`config.mk`:
```
export PLATFORM = sky130hd
export DESIGN_NAME = line_follower_pid_drive_core
export DESIGN_NICKNAME = d
export VERILOG_FILES = /design/src/hw/rtl/lfpd_pkg.sv /design/src/hw/rtl/lfpd_cfg_regs.sv /design/src/hw/rtl/lfpd_line_decode.sv /design/src/hw/rtl/lfpd_pid_drive.sv /design/src/hw/rtl/line_follower_pid_drive_core.sv
export SDC_FILE = /design/constraint.sdc
export NUM_CORES = 2
export LEC_CHECK = 0
export BUFFER_PORTS_ARGS = -buffer_cell sky130_fd_sc_hd__buf_4
export CORE_ASPECT_RATIO = 1.4
export CORE_MARGIN = 8
export CORE_UTILIZATION = 43
export DETAILED_ROUTE_END_ITERATION = 10
export GPL_ROUTABILITY_DRIVEN = 0
export PLACE_DENSITY = 0.7
export SYNTH_ARGS = -nofsm -noshare
export SYNTH_HDL_FRONTEND = slang
export SYNTH_SLANG_ARGS = --single-unit
```
`constraint.sdc`:
```
create_clock -name clk -period 21.7 [get_ports clk]
set_clock_uncertainty 0.1 [all_clocks]
set_input_delay 2.17 -clock clk [delete_from_list [all_inputs] [get_ports clk]]
set_output_delay 2.17 -clock clk [all_outputs]
set_load 0.01 [all_outputs]
```
`src/hw/rtl/lfpd_pkg.sv`:
```
// Shared types, constants and the helper function of the line follower PID drive.
`default_nettype none

package lfpd_pkg;

  // Sensor array and datapath sizes.
  localparam int SENSOR_COUNT = 11;
  localparam int SAMPLE_BITS  = 12;
  localparam int DUTY_BITS    = 10;
  localparam int THRESH_BITS  = 12;
  localparam int GAIN_BITS    = 16;
  localparam int ERR_BITS     = 5;
  localparam int INTEG_BITS   = 16;

  // Configuration port sizes.
  localparam int CFG_INDEX_BITS = 3;
  localparam int CFG_DATA_BITS  = 16;

  // Stream payload sizes, padded to whole bytes.
  localparam int IN_BITS    = SENSOR_COUNT * SAMPLE_BITS + 1;
  localparam int IN_TDATA_W = ((IN_BITS + 7) / 8) * 8;
  localparam int OUT_BITS   = 2 * DUTY_BITS + 4 + 2 + ERR_BITS;
  localparam int OUT_TDATA_W = ((OUT_BITS + 7) / 8) * 8;

  // PID arithmetic widths.
  localparam int PROD_P_W = GAIN_BITS + ERR_BITS + 1;
  localparam int DIFF_W   = ERR_BITS + 1;
  localparam int PROD_D_W = GAIN_BITS + DIFF_W + 2;
  localparam int PROD_I_W = GAIN_BITS + INTEG_BITS + 2;
  localparam int ACC_W    = PROD_I_W + 2;
  localparam int U_W      = ACC_W - 8;
  localparam int SPD_W    = U_W + 1;

  // Register reset values.
  localparam logic [THRESH_BITS-1:0] THRESH_RESET = THRESH_BITS'(4000);
  localparam logic [DUTY_BITS-1:0]   MAX_RESET    = DUTY_BITS'(455);
  localparam logic [DUTY_BITS-1:0]   BASE_RESET   = '0;
  localparam logic [GAIN_BITS-1:0]   GAIN_P_RESET = GAIN_BITS'(26112);
  localparam logic [GAIN_BITS-1:0]   GAIN_I_RESET = '0;
  localparam logic [GAIN_BITS-1:0]   GAIN_D_RESET = GAIN_BITS'(58624);

  // Configuration register indexes.
  typedef enum logic [CFG_INDEX_BITS-1:0] {
    CFG_THRESHOLD = 3'd0,
    CFG_SPEED_LIMIT = 3'd1,
    CFG_BASE_SPEED = 3'd2,
    CFG_GAIN_P = 3'd3,
    CFG_GAIN_I = 3'd4,
    CFG_GAIN_D = 3'd5
  } cfg_index_t;

  // Operating mode of the sequencer.
  typedef enum logic [1:0] {
    MODE_STOPPED  = 2'd0,
    MODE_STARTING = 2'd1,
    MODE_RUN      = 2'd2
  } mode_t;

  // Side of the line last seen.
  typedef enum logic [1:0] {
    SIDE_CENTER = 2'd0,
    SIDE_RIGHT  = 2'd1,
    SIDE_LEFT   = 2'd2
  } side_t;

  // Configuration register set.
  typedef struct packed {
    logic [THRESH_BITS-1:0] detect_threshold;
    logic [DUTY_BITS-1:0]   speed_limit;
    logic [DUTY_BITS-1:0]   base_speed;
    logic [GAIN_BITS-1:0]   gain_p;
    logic [GAIN_BITS-1:0]   gain_i;
    logic [GAIN_BITS-1:0]   gain_d;
  } cfg_t;

  // Line decode result handed to the controller.
  typedef struct packed {
    logic                       any;
    logic signed [ERR_BITS-1:0] err;
  } line_hit_t;

  // One motor command.
  typedef struct packed {
    logic [DUTY_BITS-1:0] duty;
    logic                 pin;
  } drive_t;

  // One result item.
  typedef struct packed {
    logic                       running;
    logic signed [ERR_BITS-1:0] position_error;
    logic [1:0]                 side_class;
    logic                       line_found;
    logic                       right_pin;
    logic [DUTY_BITS-1:0]       right_duty;
    logic                       left_pin;
    logic [DUTY_BITS-1:0]       left_duty;
  } result_t;

  // Turns a signed speed into a clamped duty and a direction pin level.
  // A zero speed gives zero duty and keeps the pin.
  function automatic drive_t drive_motor(input logic signed [SPD_W-1:0] s,
                                         input logic [DUTY_BITS-1:0] mx,
                                         input logic pos_level,
                                         input logic pin_hold);
    drive_t                 d;
    logic signed [SPD_W-1:0] mx_s;
    logic signed [SPD_W-1:0] mag;
    mx_s = SPD_W'({1'b0, mx});
    mag  = -s;
    if (s == '0) begin
      d.duty = '0;
      d.pin  = pin_hold;
    end else if (s > 0) begin
      if (mx == '0) begin
        d.duty = '0;
        d.pin  = ~pos_level;
      end else begin
        d.duty = (s >= mx_s) ? mx : s[DUTY_BITS-1:0];
        d.pin  = pos_level;
      end
    end else begin
      d.duty = (mag >= mx_s) ? mx : mag[DUTY_BITS-1:0];
      d.pin  = ~pos_level;
    end
    return d;
  endfunction

endpackage

`default_nettype wire

```
`src/hw/rtl/lfpd_cfg_regs.sv`:
```
// Configuration register file of the line follower PID drive.
`default_nettype none

module lfpd_cfg_regs (
  input  wire logic                               clk,
  input  wire logic                               rst,
  input  wire logic                               cfg_we,
  input  wire logic [lfpd_pkg::CFG_INDEX_BITS-1:0] cfg_index,
  input  wire logic [lfpd_pkg::CFG_DATA_BITS-1:0]  cfg_data,
  output lfpd_pkg::cfg_t                          cfg
);

  // Register writes by index; indexes past the list are ignored.
  always_ff @(posedge clk) begin
    if (rst) begin
      cfg.detect_threshold <= lfpd_pkg::THRESH_RESET;
      cfg.speed_limit      <= lfpd_pkg::MAX_RESET;
      cfg.base_speed       <= lfpd_pkg::BASE_RESET;
      cfg.gain_p           <= lfpd_pkg::GAIN_P_RESET;
      cfg.gain_i           <= lfpd_pkg::GAIN_I_RESET;
      cfg.gain_d           <= lfpd_pkg::GAIN_D_RESET;
    end else if (cfg_we) begin
      unique case (lfpd_pkg::cfg_index_t'(cfg_index))
        lfpd_pkg::CFG_THRESHOLD: begin
          cfg.detect_threshold <= cfg_data[lfpd_pkg::THRESH_BITS-1:0];
        end
        lfpd_pkg::CFG_SPEED_LIMIT: begin
          cfg.speed_limit <= cfg_data[lfpd_pkg::DUTY_BITS-1:0];
        end
        lfpd_pkg::CFG_BASE_SPEED: begin
          cfg.base_speed <= cfg_data[lfpd_pkg::DUTY_BITS-1:0];
        end
        lfpd_pkg::CFG_GAIN_P: begin
          cfg.gain_p <= cfg_data[lfpd_pkg::GAIN_BITS-1:0];
        end
        lfpd_pkg::CFG_GAIN_I: begin
          cfg.gain_i <= cfg_data[lfpd_pkg::GAIN_BITS-1:0];
        end
        lfpd_pkg::CFG_GAIN_D: begin
          cfg.gain_d <= cfg_data[lfpd_pkg::GAIN_BITS-1:0];
        end
        default: begin
        end
      endcase
    end
  end

endmodule

`default_nettype wire

```
`src/hw/rtl/lfpd_line_decode.sv`:
```
// Sensor thresholding and priority decode of the line position error.
`default_nettype none

module lfpd_line_decode (
  input  wire logic [lfpd_pkg::SENSOR_COUNT*lfpd_pkg::SAMPLE_BITS-1:0] samples,
  input  wire logic [lfpd_pkg::THRESH_BITS-1:0]                         threshold,
  output lfpd_pkg::line_hit_t                                           hit
);

  localparam int CMP_W = (lfpd_pkg::SAMPLE_BITS > lfpd_pkg::THRESH_BITS) ?
                         lfpd_pkg::SAMPLE_BITS : lfpd_pkg::THRESH_BITS;

  logic [lfpd_pkg::SENSOR_COUNT-1:0] seen;

  // Compare every sample against the threshold.
  always_comb begin
    for (int k = 0; k < lfpd_pkg::SENSOR_COUNT; k++) begin
      seen[k] = CMP_W'(samples[k*lfpd_pkg::SAMPLE_BITS +: lfpd_pkg::SAMPLE_BITS]) >
                CMP_W'(threshold);
    end
  end

  // Fixed priority rule: later matches override earlier ones, the center last.
  // Left sensors sit at odd indexes and give negative errors.
  always_comb begin
    logic signed [lfpd_pkg::ERR_BITS-1:0] e;
    e = '0;
    for (int i = 1; i <= 5; i++) begin
      if (seen[2*i-1]) e = lfpd_pkg::ERR_BITS'(-2 * i);
    end
    for (int i = 1; i <= 4; i++) begin
      if (seen[2*i-1] && seen[2*i+1]) e = lfpd_pkg::ERR_BITS'(-(2 * i + 1));
    end
    for (int i = 1; i <= 5; i++) begin
      if (seen[2*i]) e = lfpd_pkg::ERR_BITS'(2 * i);
    end
    for (int i = 1; i <= 4; i++) begin
      if (seen[2*i] && seen[2*i+2]) e = lfpd_pkg::ERR_BITS'(2 * i + 1);
    end
    if (seen[0]) e = '0;
    if (seen[0] && seen[1]) e = -lfpd_pkg::ERR_BITS'(1);
    if (seen[0] && seen[2]) e = lfpd_pkg::ERR_BITS'(1);
    hit.err = e;
    hit.any = |seen;
  end

endmodule

`default_nettype wire

```
`src/hw/rtl/lfpd_pid_drive.sv`:
```
// Mode sequencer, PID controller state and motor command logic.
`default_nettype none

module lfpd_pid_drive (
  input  wire logic               clk,
  input  wire logic               rst,
  input  wire logic               commit,
  input  wire lfpd_pkg::cfg_t      cfg,
  input  wire lfpd_pkg::line_hit_t hit,
  input  wire logic               start_request,
  output lfpd_pkg::result_t       result
);

  localparam int SUM_W = lfpd_pkg::INTEG_BITS + 1;

  // Controller state.
  lfpd_pkg::mode_t                                mode, mode_next;
  lfpd_pkg::side_t                                side_state, side_state_next;
  logic signed [lfpd_pkg::ERR_BITS-1:0]           current_error, current_error_next;
  logic signed [lfpd_pkg::ERR_BITS-1:0]           previous_error, previous_error_next;
  logic signed [lfpd_pkg::INTEG_BITS-1:0]         error_integral, error_integral_next;
  lfpd_pkg::drive_t                               left_hold, left_hold_next;
  lfpd_pkg::drive_t                               right_hold, right_hold_next;

  // PID datapath.
  logic signed [SUM_W-1:0]                sum;
  logic signed [lfpd_pkg::INTEG_BITS-1:0] integ_sat;
  logic signed [lfpd_pkg::DIFF_W-1:0]     diff;
  logic signed [lfpd_pkg::PROD_P_W-1:0]   prod_p;
  logic signed [lfpd_pkg::PROD_I_W-1:0]   prod_i;
  logic signed [lfpd_pkg::PROD_D_W-1:0]   prod_d;
  logic signed [lfpd_pkg::ACC_W-1:0]      acc;
  logic signed [lfpd_pkg::ACC_W-1:0]      acc_rnd;
  logic signed [lfpd_pkg::U_W-1:0]        u;
  logic signed [lfpd_pkg::SPD_W-1:0]      base_s;
  logic signed [lfpd_pkg::SPD_W-1:0]      max_s;
  logic signed [lfpd_pkg::SPD_W-1:0]      left_spd, right_spd;
  logic                                   running;
  logic                                   line_found;

  // Integral update with 16-bit saturation.
  always_comb begin
    sum = SUM_W'(error_integral) + SUM_W'(hit.err);
    if (sum[SUM_W-1] != sum[SUM_W-2]) begin
      integ_sat = sum[SUM_W-1] ? {1'b1, {(lfpd_pkg::INTEG_BITS-1){1'b0}}}
                               : {1'b0, {(lfpd_pkg::INTEG_BITS-1){1'b1}}};
    end else begin
      integ_sat = sum[lfpd_pkg::INTEG_BITS-1:0];
    end
  end

  // Three gain products, their sum and the Q8.8 truncation toward zero.
  always_comb begin
    diff   = lfpd_pkg::DIFF_W'(hit.err) - lfpd_pkg::DIFF_W'(previous_error);
    prod_p = lfpd_pkg::PROD_P_W'(signed'({1'b0, cfg.gain_p})) *
             lfpd_pkg::PROD_P_W'(hit.err);
    prod_i = lfpd_pkg::PROD_I_W'(signed'({1'b0, cfg.gain_i})) *
             lfpd_pkg::PROD_I_W'(integ_sat);
    prod_d = lfpd_pkg::PROD_D_W'(signed'({1'b0, cfg.gain_d})) *
             lfpd_pkg::PROD_D_W'(diff);
    acc    = lfpd_pkg::ACC_W'(prod_p) + lfpd_pkg::ACC_W'(prod_i) +
             lfpd_pkg::ACC_W'(prod_d);
    acc_rnd = acc[lfpd_pkg::ACC_W-1] ? acc + lfpd_pkg::ACC_W'(255) : acc;
    u      = acc_rnd[lfpd_pkg::ACC_W-1:8];
    base_s = lfpd_pkg::SPD_W'({1'b0, cfg.base_speed});
    max_s  = lfpd_pkg::SPD_W'({1'b0, cfg.speed_limit});
  end

  // Speed selection: PID with the line seen, search speeds by side otherwise.
  always_comb begin
    if (hit.any) begin
      left_spd  = base_s - lfpd_pkg::SPD_W'(u);
      right_spd = base_s + lfpd_pkg::SPD_W'(u);
    end else begin
      unique case (side_state)
        lfpd_pkg::SIDE_LEFT: begin
          left_spd  = max_s;
          right_spd = -max_s;
        end
        lfpd_pkg::SIDE_RIGHT: begin
          left_spd  = -max_s;
          right_spd = max_s;
        end
        default: begin
          left_spd  = base_s;
          right_spd = base_s;
        end
      endcase
    end
  end

  // Mode sequencer and next state.
  always_comb begin
    mode_next           = mode;
    side_state_next     = side_state;
    current_error_next  = current_error;
    previous_error_next = previous_error;
    error_integral_next = error_integral;
    left_hold_next      = left_hold;
    right_hold_next     = right_hold;
    running             = 1'b0;
    line_found          = 1'b0;
    unique case (mode)
      lfpd_pkg::MODE_RUN: begin
        running         = 1'b1;
        left_hold_next  = lfpd_pkg::drive_motor(left_spd, cfg.speed_limit, 1'b1,
                                                left_hold.pin);
        right_hold_next = lfpd_pkg::drive_motor(right_spd, cfg.speed_limit, 1'b0,
                                                right_hold.pin);
        if (hit.any) begin
          line_found          = 1'b1;
          current_error_next  = hit.err;
          previous_error_next = hit.err;
          error_integral_next = integ_sat;
          if (hit.err >= -lfpd_pkg::ERR_BITS'(4) && hit.err <= lfpd_pkg::ERR_BITS'(4)) begin
            side_state_next = lfpd_pkg::SIDE_CENTER;
          end else if (hit.err >= lfpd_pkg::ERR_BITS'(5)) begin
            side_state_next = lfpd_pkg::SIDE_LEFT;
          end else begin
            side_state_next = lfpd_pkg::SIDE_RIGHT;
          end
        end
      end
      lfpd_pkg::MODE_STARTING: begin
        mode_next = lfpd_pkg::MODE_RUN;
      end
      default: begin
        left_hold_next.duty  = '0;
        right_hold_next.duty = '0;
        mode_next = start_request ? lfpd_pkg::MODE_STARTING : lfpd_pkg::MODE_STOPPED;
      end
    endcase
  end

  // State registers advance once per processed item.
  always_ff @(posedge clk) begin
    if (rst) begin
      mode           <= lfpd_pkg::MODE_STOPPED;
      side_state     <= lfpd_pkg::SIDE_CENTER;
      current_error  <= '0;
      previous_error <= '0;
      error_integral <= '0;
      left_hold      <= '0;
      right_hold     <= '0;
    end else if (commit) begin
      mode           <= mode_next;
      side_state     <= side_state_next;
      current_error  <= current_error_next;
      previous_error <= previous_error_next;
      error_integral <= error_integral_next;
      left_hold      <= left_hold_next;
      right_hold     <= right_hold_next;
    end
  end

  // Result reflects the state after this item.
  always_comb begin
    result.left_duty      = left_hold_next.duty;
    result.left_pin       = left_hold_next.pin;
    result.right_duty     = right_hold_next.duty;
    result.right_pin      = right_hold_next.pin;
    result.line_found     = line_found;
    result.side_class     = side_state_next;
    result.position_error = current_error_next;
    result.running        = running;
  end

endmodule

`default_nettype wire

```
`src/hw/rtl/line_follower_pid_drive_core.sv`:
```
// Top level of the line follower PID drive: stream handshake and result register.
//
// Usage: each transfer on the s_ channel is one control tick carrying eleven
// 12-bit reflectance samples and a start request. Each tick gives exactly one
// transfer on the m_ channel with both motor duties, direction pins, line
// status, side class, position error and the run flag.
// Configuration registers are written through cfg_we, cfg_index and cfg_data
// while no tick is in flight; each takes effect on the next tick.
// An input transfer's result passes through the input register, where decode, PID
// and drive logic run on its contents, and then the result register. One tick is
// accepted every cycle while the receiver does not stall; the rate is set by the
// controller update, whose state each tick feeds into the next.
// Reset (rst, synchronous) stops the motors, clears the PID state, loads
// the register defaults and empties both stages.
// When the receiver stalls, the result register holds and the input register
// fills; s_tready then drops until the result is taken.
`default_nettype none

module line_follower_pid_drive_core (
  input  wire logic                                clk,
  input  wire logic                                rst,
  // Fields from bit 0: sample_0 .. sample_10 (12 bits each), start_request.
  input  wire logic [lfpd_pkg::IN_TDATA_W-1:0]     s_tdata,
  input  wire logic                                s_tvalid,
  output logic                                     s_tready,
  // Fields from bit 0: left_duty, left_pin, right_duty, right_pin,
  // line_found, side_class, position_error, running.
  output logic [lfpd_pkg::OUT_TDATA_W-1:0]         m_tdata,
  output logic                                     m_tvalid,
  input  wire logic                                m_tready,
  input  wire logic                                cfg_we,
  input  wire logic [lfpd_pkg::CFG_INDEX_BITS-1:0] cfg_index,
  input  wire logic [lfpd_pkg::CFG_DATA_BITS-1:0]  cfg_data
);

  localparam int SAMPLES_W = lfpd_pkg::SENSOR_COUNT * lfpd_pkg::SAMPLE_BITS;

  logic                          in_valid;
  logic [lfpd_pkg::IN_BITS-1:0]  in_data;
  logic                          advance;
  lfpd_pkg::cfg_t                cfg;
  lfpd_pkg::line_hit_t           hit;
  lfpd_pkg::result_t             result;

  // The input register moves on when the result register is free or drains.
  assign advance  = in_valid && (!m_tvalid || m_tready);
  assign s_tready = !in_valid || advance;

  // Input register.
  always_ff @(posedge clk) begin
    if (rst) begin
      in_valid <= 1'b0;
    end else if (s_tready) begin
      in_valid <= s_tvalid;
    end
  end

  always_ff @(posedge clk) begin
    if (s_tvalid && s_tready) begin
      in_data <= s_tdata[lfpd_pkg::IN_BITS-1:0];
    end
  end

  lfpd_cfg_regs u_cfg (
    .clk       (clk),
    .rst       (rst),
    .cfg_we    (cfg_we),
    .cfg_index (cfg_index),
    .cfg_data  (cfg_data),
    .cfg       (cfg)
  );

  lfpd_line_decode u_decode (
    .samples   (in_data[SAMPLES_W-1:0]),
    .threshold (cfg.detect_threshold),
    .hit       (hit)
  );

  lfpd_pid_drive u_pid (
    .clk           (clk),
    .rst           (rst),
    .commit        (advance),
    .cfg           (cfg),
    .hit           (hit),
    .start_request (in_data[SAMPLES_W]),
    .result        (result)
  );

  // Result register.
  always_ff @(posedge clk) begin
    if (rst) begin
      m_tvalid <= 1'b0;
    end else if (advance) begin
      m_tvalid <= 1'b1;
    end else if (m_tready) begin
      m_tvalid <= 1'b0;
    end
  end

  always_ff @(posedge clk) begin
    if (advance) begin
      m_tdata <= lfpd_pkg::OUT_TDATA_W'(result);
    end
  end

endmodule

`default_nettype wire

```
# Yosys cells after proc, flatten, opt, wreduce, memory -nomap -nowiden

Index checks and enable logic that the tools add are counted.

Input port bits: 160
Register bits: 298

Reduce and logical (&&, ||, !) cells: 31
Multipliers: 3
Order comparisons: 20
$add $sub $neg: 10
Equal/unequal tests: 10
Bitwise operators: 1
Mux-type cells: 54

Operators with widths:

| kind                                                           | number |
|---|---|
| greater-than comparator 12 bit                                 | 11 |
| >= comparator 29 x 11 -> 1 bit                                 | 4 |
| case mux 29 bit (2 select lines)                               | 2 |
| two-way mux 5 bit                                              | 23 |
| two-way mux 11 bit                                             | 6 |
| greater-than comparator 29 x 1 -> 1 bit, second input constant | 2 |
| zero test 29 bit                                               | 2 |
| two-way mux 29 bit                                             | 2 |
| negator 29 bit                                                 | 2 |
| two-way mux 10 bit                                             | 4 |
| case mux 10 bit (2 select lines)                               | 2 |
| adder 36 x 9 -> 36 bit, second input constant                  | 1 |
| two-way mux 36 bit                                             | 1 |
| adder 34 x 23 -> 35 bit                                        | 1 |
| adder 22 x 33 -> 34 bit                                        | 1 |
| multiplier 17 x 16 -> 33 bit                                   | 1 |
| two-way mux 16 bit                                             | 2 |
| adder 11 x 28 -> 29 bit                                        | 1 |
| negator 10 -> 29 bit                                           | 1 |
| subtractor 11 x 28 -> 29 bit                                   | 1 |
| multiplier 17 x 6 -> 23 bit                                    | 1 |
| multiplier 17 x 5 -> 22 bit                                    | 1 |
| adder 16 x 5 -> 17 bit                                         | 1 |
| AND reduction 2 bit                                            | 7 |
| 22 further kinds                                               | 49 |

# Logic depth before layout (Yosys ltp)

Depth after elaboration: 38
Gate-level depth with buffers: 90
Depth with buffers taken out: 85

# By module

Synthesis repeated with hierarchy kept, for this count alone.

Cell total of the unflattened synthesis: 4141
Area, all modules: 37482.2 sq um

By module, submodules not included:

| module                       | times used | cells an instance | area each (sq um) |
|---|---|---|---|
| lfpd_pid_drive               | 1          | 3274              | 26007.4 |
| line_follower_pid_drive_core | 1          | 176               | 5039.8 |
| lfpd_line_decode             | 1          | 390               | 3240.6 |
| lfpd_cfg_regs                | 1          | 301               | 3194.3 |

# Worst setup path after synthesis

Ideal clock, no wire load.

Kind: flip-flop to flip-flop
Start point: reg u_cfg.cfg[73] (netlist name)
End point: reg m_tdata[6] (netlist name), data pin
Arrival: 18.300 ns
Slack: 3.039 ns
Buffers on the path: 5
Setup time: 0.261 ns
Cell stages (with the launch flop): 79
Path through: dfxtp_1 -> inv_1 -> ha_1 -> and3_1 -> a221o_1 -> a221o_1 -> o22a_1 -> a21oi_1 -> nand3_1 -> a21oi_1 -> nor3_1 -> o22ai_1 -> clkbuf_1 -> ha_1 -> inv_1 -> fa_1 -> nor2b_1 -> o21ai_0 -> [43 not listed] -> a211o_1 -> a2111oi_0 -> o31ai_1 -> a21o_1 -> nor3_1 -> nand4_1 -> a21o_1 -> a31oi_1 -> nand3_1 -> mux2i_1 -> a31oi_1 -> or4b_2 -> a211oi_1 -> nand3b_1 -> or4_1 -> buf_2 -> mux2_4 -> a221o_1

RTL lines:

| element                | line                                | source |
|---|---|---|
| end signal: assignment | line_follower_pid_drive_core.sv:102 | `m_tdata <= lfpd_pkg::OUT_TDATA_W'(result);` |
| end: declaration       | line_follower_pid_drive_core.sv:28  | `output logic [lfpd_pkg::OUT_TDATA_W-1:0] m_tdata,` |

==> results_dict.tcl <==
set metrics [dict create \
    outcome "finished clean" \
    path_class "flip-flop to flip-flop" \
    cp_num_buf_inv 13 \
    numCtsBuffers 27 \
    synth_area_leader_cell "fa_1" \
    min_period_over_period 0.953 \
    holdCritPathClass "flip-flop to flip-flop" \
    grt_max_degree 87 \
    rsz0062_at_grt "no" \
    drv_slew 0 \
    cts_tree "built" \
    ys_warn_count 0 \
    path_clk_slew_ps 80 \
    fin_crit_ps 20690 \
    relSlewSlack 0.166 \
    netlist_instances 4246 \
    synth-main-ff-cell "edfxtp_1" \
    tns_ps 0 \
    post_route_cells_drive_above_1_share 0.101 \
    gr-total-overflow 0 \
    setup-violations-final 0 \
    cp_common_cell "fa_1" \
    worst_slack_ps 1010 \
    portBuffers 189 \
    drt_iter0_drc 2035 \
    final_hold_viol_count 0 \
    start_util 0.434 \
    syn_area_um2 37100 \
    crit_slowest_cell "or4b_4" \
    vias_per_cell 5.67 \
    grt_first_pass_wirelength_mm 177 \
    layout-area-overhead-vs-synth_pct 10.7 \
    core_um2 85500 \
    num_rows 127 \
    fillCellCount 8161 \
    ant_nets 0 \
    synth_seq_cells 298 \
    grtUsageTotal 0.229 \
    die_w_um 264 \
    synth_top_area_frac 0.215 \
    grt_pass1_vias 32676 \
    yosys-top-cells-count "inv_1 (637), nand2_1 (531), fa_1 (398)" \
    hpwl_mm 89.7 \
    end_kind "flip-flop" \
    max_stage_delay_ps 590 \
    vias 31369 \
    hp-start "u_pid.left_hold[5]$_SDFFE_PP0P_" \
    cp-start-kind "flip-flop" \
    root_buffer "clkbuf_16" \
    holdWs_ps 338 \
    cp_top_family "compound AO/OA/AOI/OAI gates" \
    grt_antenna_before_repair 6 \
    dp_worst_setup_slack_ps 1010 \
    cts_setup_buffers 0 \
    post_drt_wl_per_cell_um 19.9 \
    cts.sinks 298 \
    synth.area.top_cells "fa_1 (21%), edfxtp_1 (13%), ha_1 (13%)" \
    htreeDepth 1 \
    async_flop_share 0 \
    synth_most_common_cell "inv_1" \
    die_h_um 363 \
    dieArea_um2 96000 \
    synth_cell_types 108 \
    crit_arrival_ps 20940 \
    nNetsFinal 5346 \
    synth-edff-count 164 \
    rr_startpoint "u_cfg.cfg[75]$_SDFFE_PP1P_" \
    clock.fmax_mhz 48.3 \
    startpoint "u_cfg.cfg[75]$_SDFFE_PP1P_" \
    required_ps 21950 \
    ys_seq_area_frac 0.205 \
    drc 0 \
    first_pass_iters 5 \
    tightest_slew_ps 1240 \
    maxCapViolations 0 \
    cp_max_fo 13 \
    num_io_pins 194 \
    cts_buffer_depth 3 \
    syn_nets 5178 \
    syn_avg_cell_area_um2 8.73 \
    fin_util 0.480 \
    wirelength_mm 110 \
    clkLatencyLatePin_ps 620 \
]
==> area by class of cell <==
cell class | count | area (um2) | share of cell area
Tap cell | 1096 | 1370 | 0.0334
Antenna cell | 5 | 12.5 | 0.000305
Timing Repair Buffer | 295 | 2210 | 0.0540
Inverter | 638 | 2390 | 0.0584
Multi-Input combinational cell | 3154 | 26500 | 0.646
Clock buffer | 36 | 783 | 0.0191
Clock inverter | 14 | 130 | 0.00317
Sequential cell | 298 | 7610 | 0.185
==> worst min-delay path, cell delays in order, from the launching register on <==
cell     delay [ps]
dfxtp_1         310
nand2_1          50
nand2_1          40
==> sequential cells by signal, summed over array words and instances (netlist names), 5 cells and up <==
| signal | cells |
|---|---|
| m_tdata | 31 |
| u_pid.previous_error | 5 |
| u_cfg.cfg | 80 |
| u_pid.right_hold | 11 |
| in_data | 133 |
| u_pid.current_error | 5 |
| u_pid.error_integral | 16 |
| u_pid.left_hold | 11 |
==> metrics by stage <==
step | cells | instance area [um2]
2_1_floorplan | 4246 | 37100
3_3_place_gp | 5481 | 40100
3_5_place_dp | 5481 | 40100
4_1_cts | 5531 | 41000
5_1_grt | 5536 | 41000
6_report | 5536 | 41000
==> layout by cell type, fill, tap and decap left out, types with 30 or more instances in the layout <==
cell type	n
dfxtp_1	134
a21oi_1	239
nor2_1	228
nand2_1	531
a31oi_1	33
nand4_1	57
inv_1	636
xnor2_1	91
a21o_1	43
nor3_1	75
buf_4	295
edfxtp_1	164
nor2b_1	78
or3_1	35
ha_1	374
nand3_1	84
o21ai_0	119
and2_1	155
nand2b_1	49
or2_2	31
fa_1	398
o211ai_1	30
==> routing by layer <==
metal / vias to the layer above / track usage / routed length (um)
met2: 1119 / 0.418 / 56300
met5: - / 0 / 0
met4: 0 / 0.153 / 8390
met3: 362 / 0.0274 / 5360
met1: 15260 / 0.247 / 40400
li1: 14628 / - / -
==> what timing repair did <==
| item | 4_1_cts | 5_1_grt |
|---|---|---|
| resized for setup | 0 | 6 |
| hold buffers | 0 | 0 |
| setup endpoints to repair | 0 | 26 |
| hold endpoints to repair | 0 | 0 |
==> final timing paths <==
kind	end	slack [ps]	depth (start not counted)
setup / recovery	m_tdata[6]$_DFFE_PP_	1010	78
hold / removal	u_pid.left_hold[5]$_SDFFE_PP0P_	340	2
setup reg to reg	m_tdata[6]$_DFFE_PP_	1010	78
hold reg to reg	u_pid.left_hold[5]$_SDFFE_PP0P_	340	2
==> cell families after synthesis <==
| logic type | synth area share |
|---|---|
| AND/OR/NAND/NOR | 0.196 |
| other | 0.000101 |
| adder cells (fa/ha/maj) | 0.341 |
| buffers and inverters | 0.0811 |
| multiplexers | 0.00810 |
| flip-flops | 0.205 |
| AO/OA/AOI/OAI | 0.139 |
| XOR/XNOR | 0.0289 |
Power is left out: the tool's default activity adds up to more than one toggle a clock period on the data nets, which glitch-free logic cannot reach.
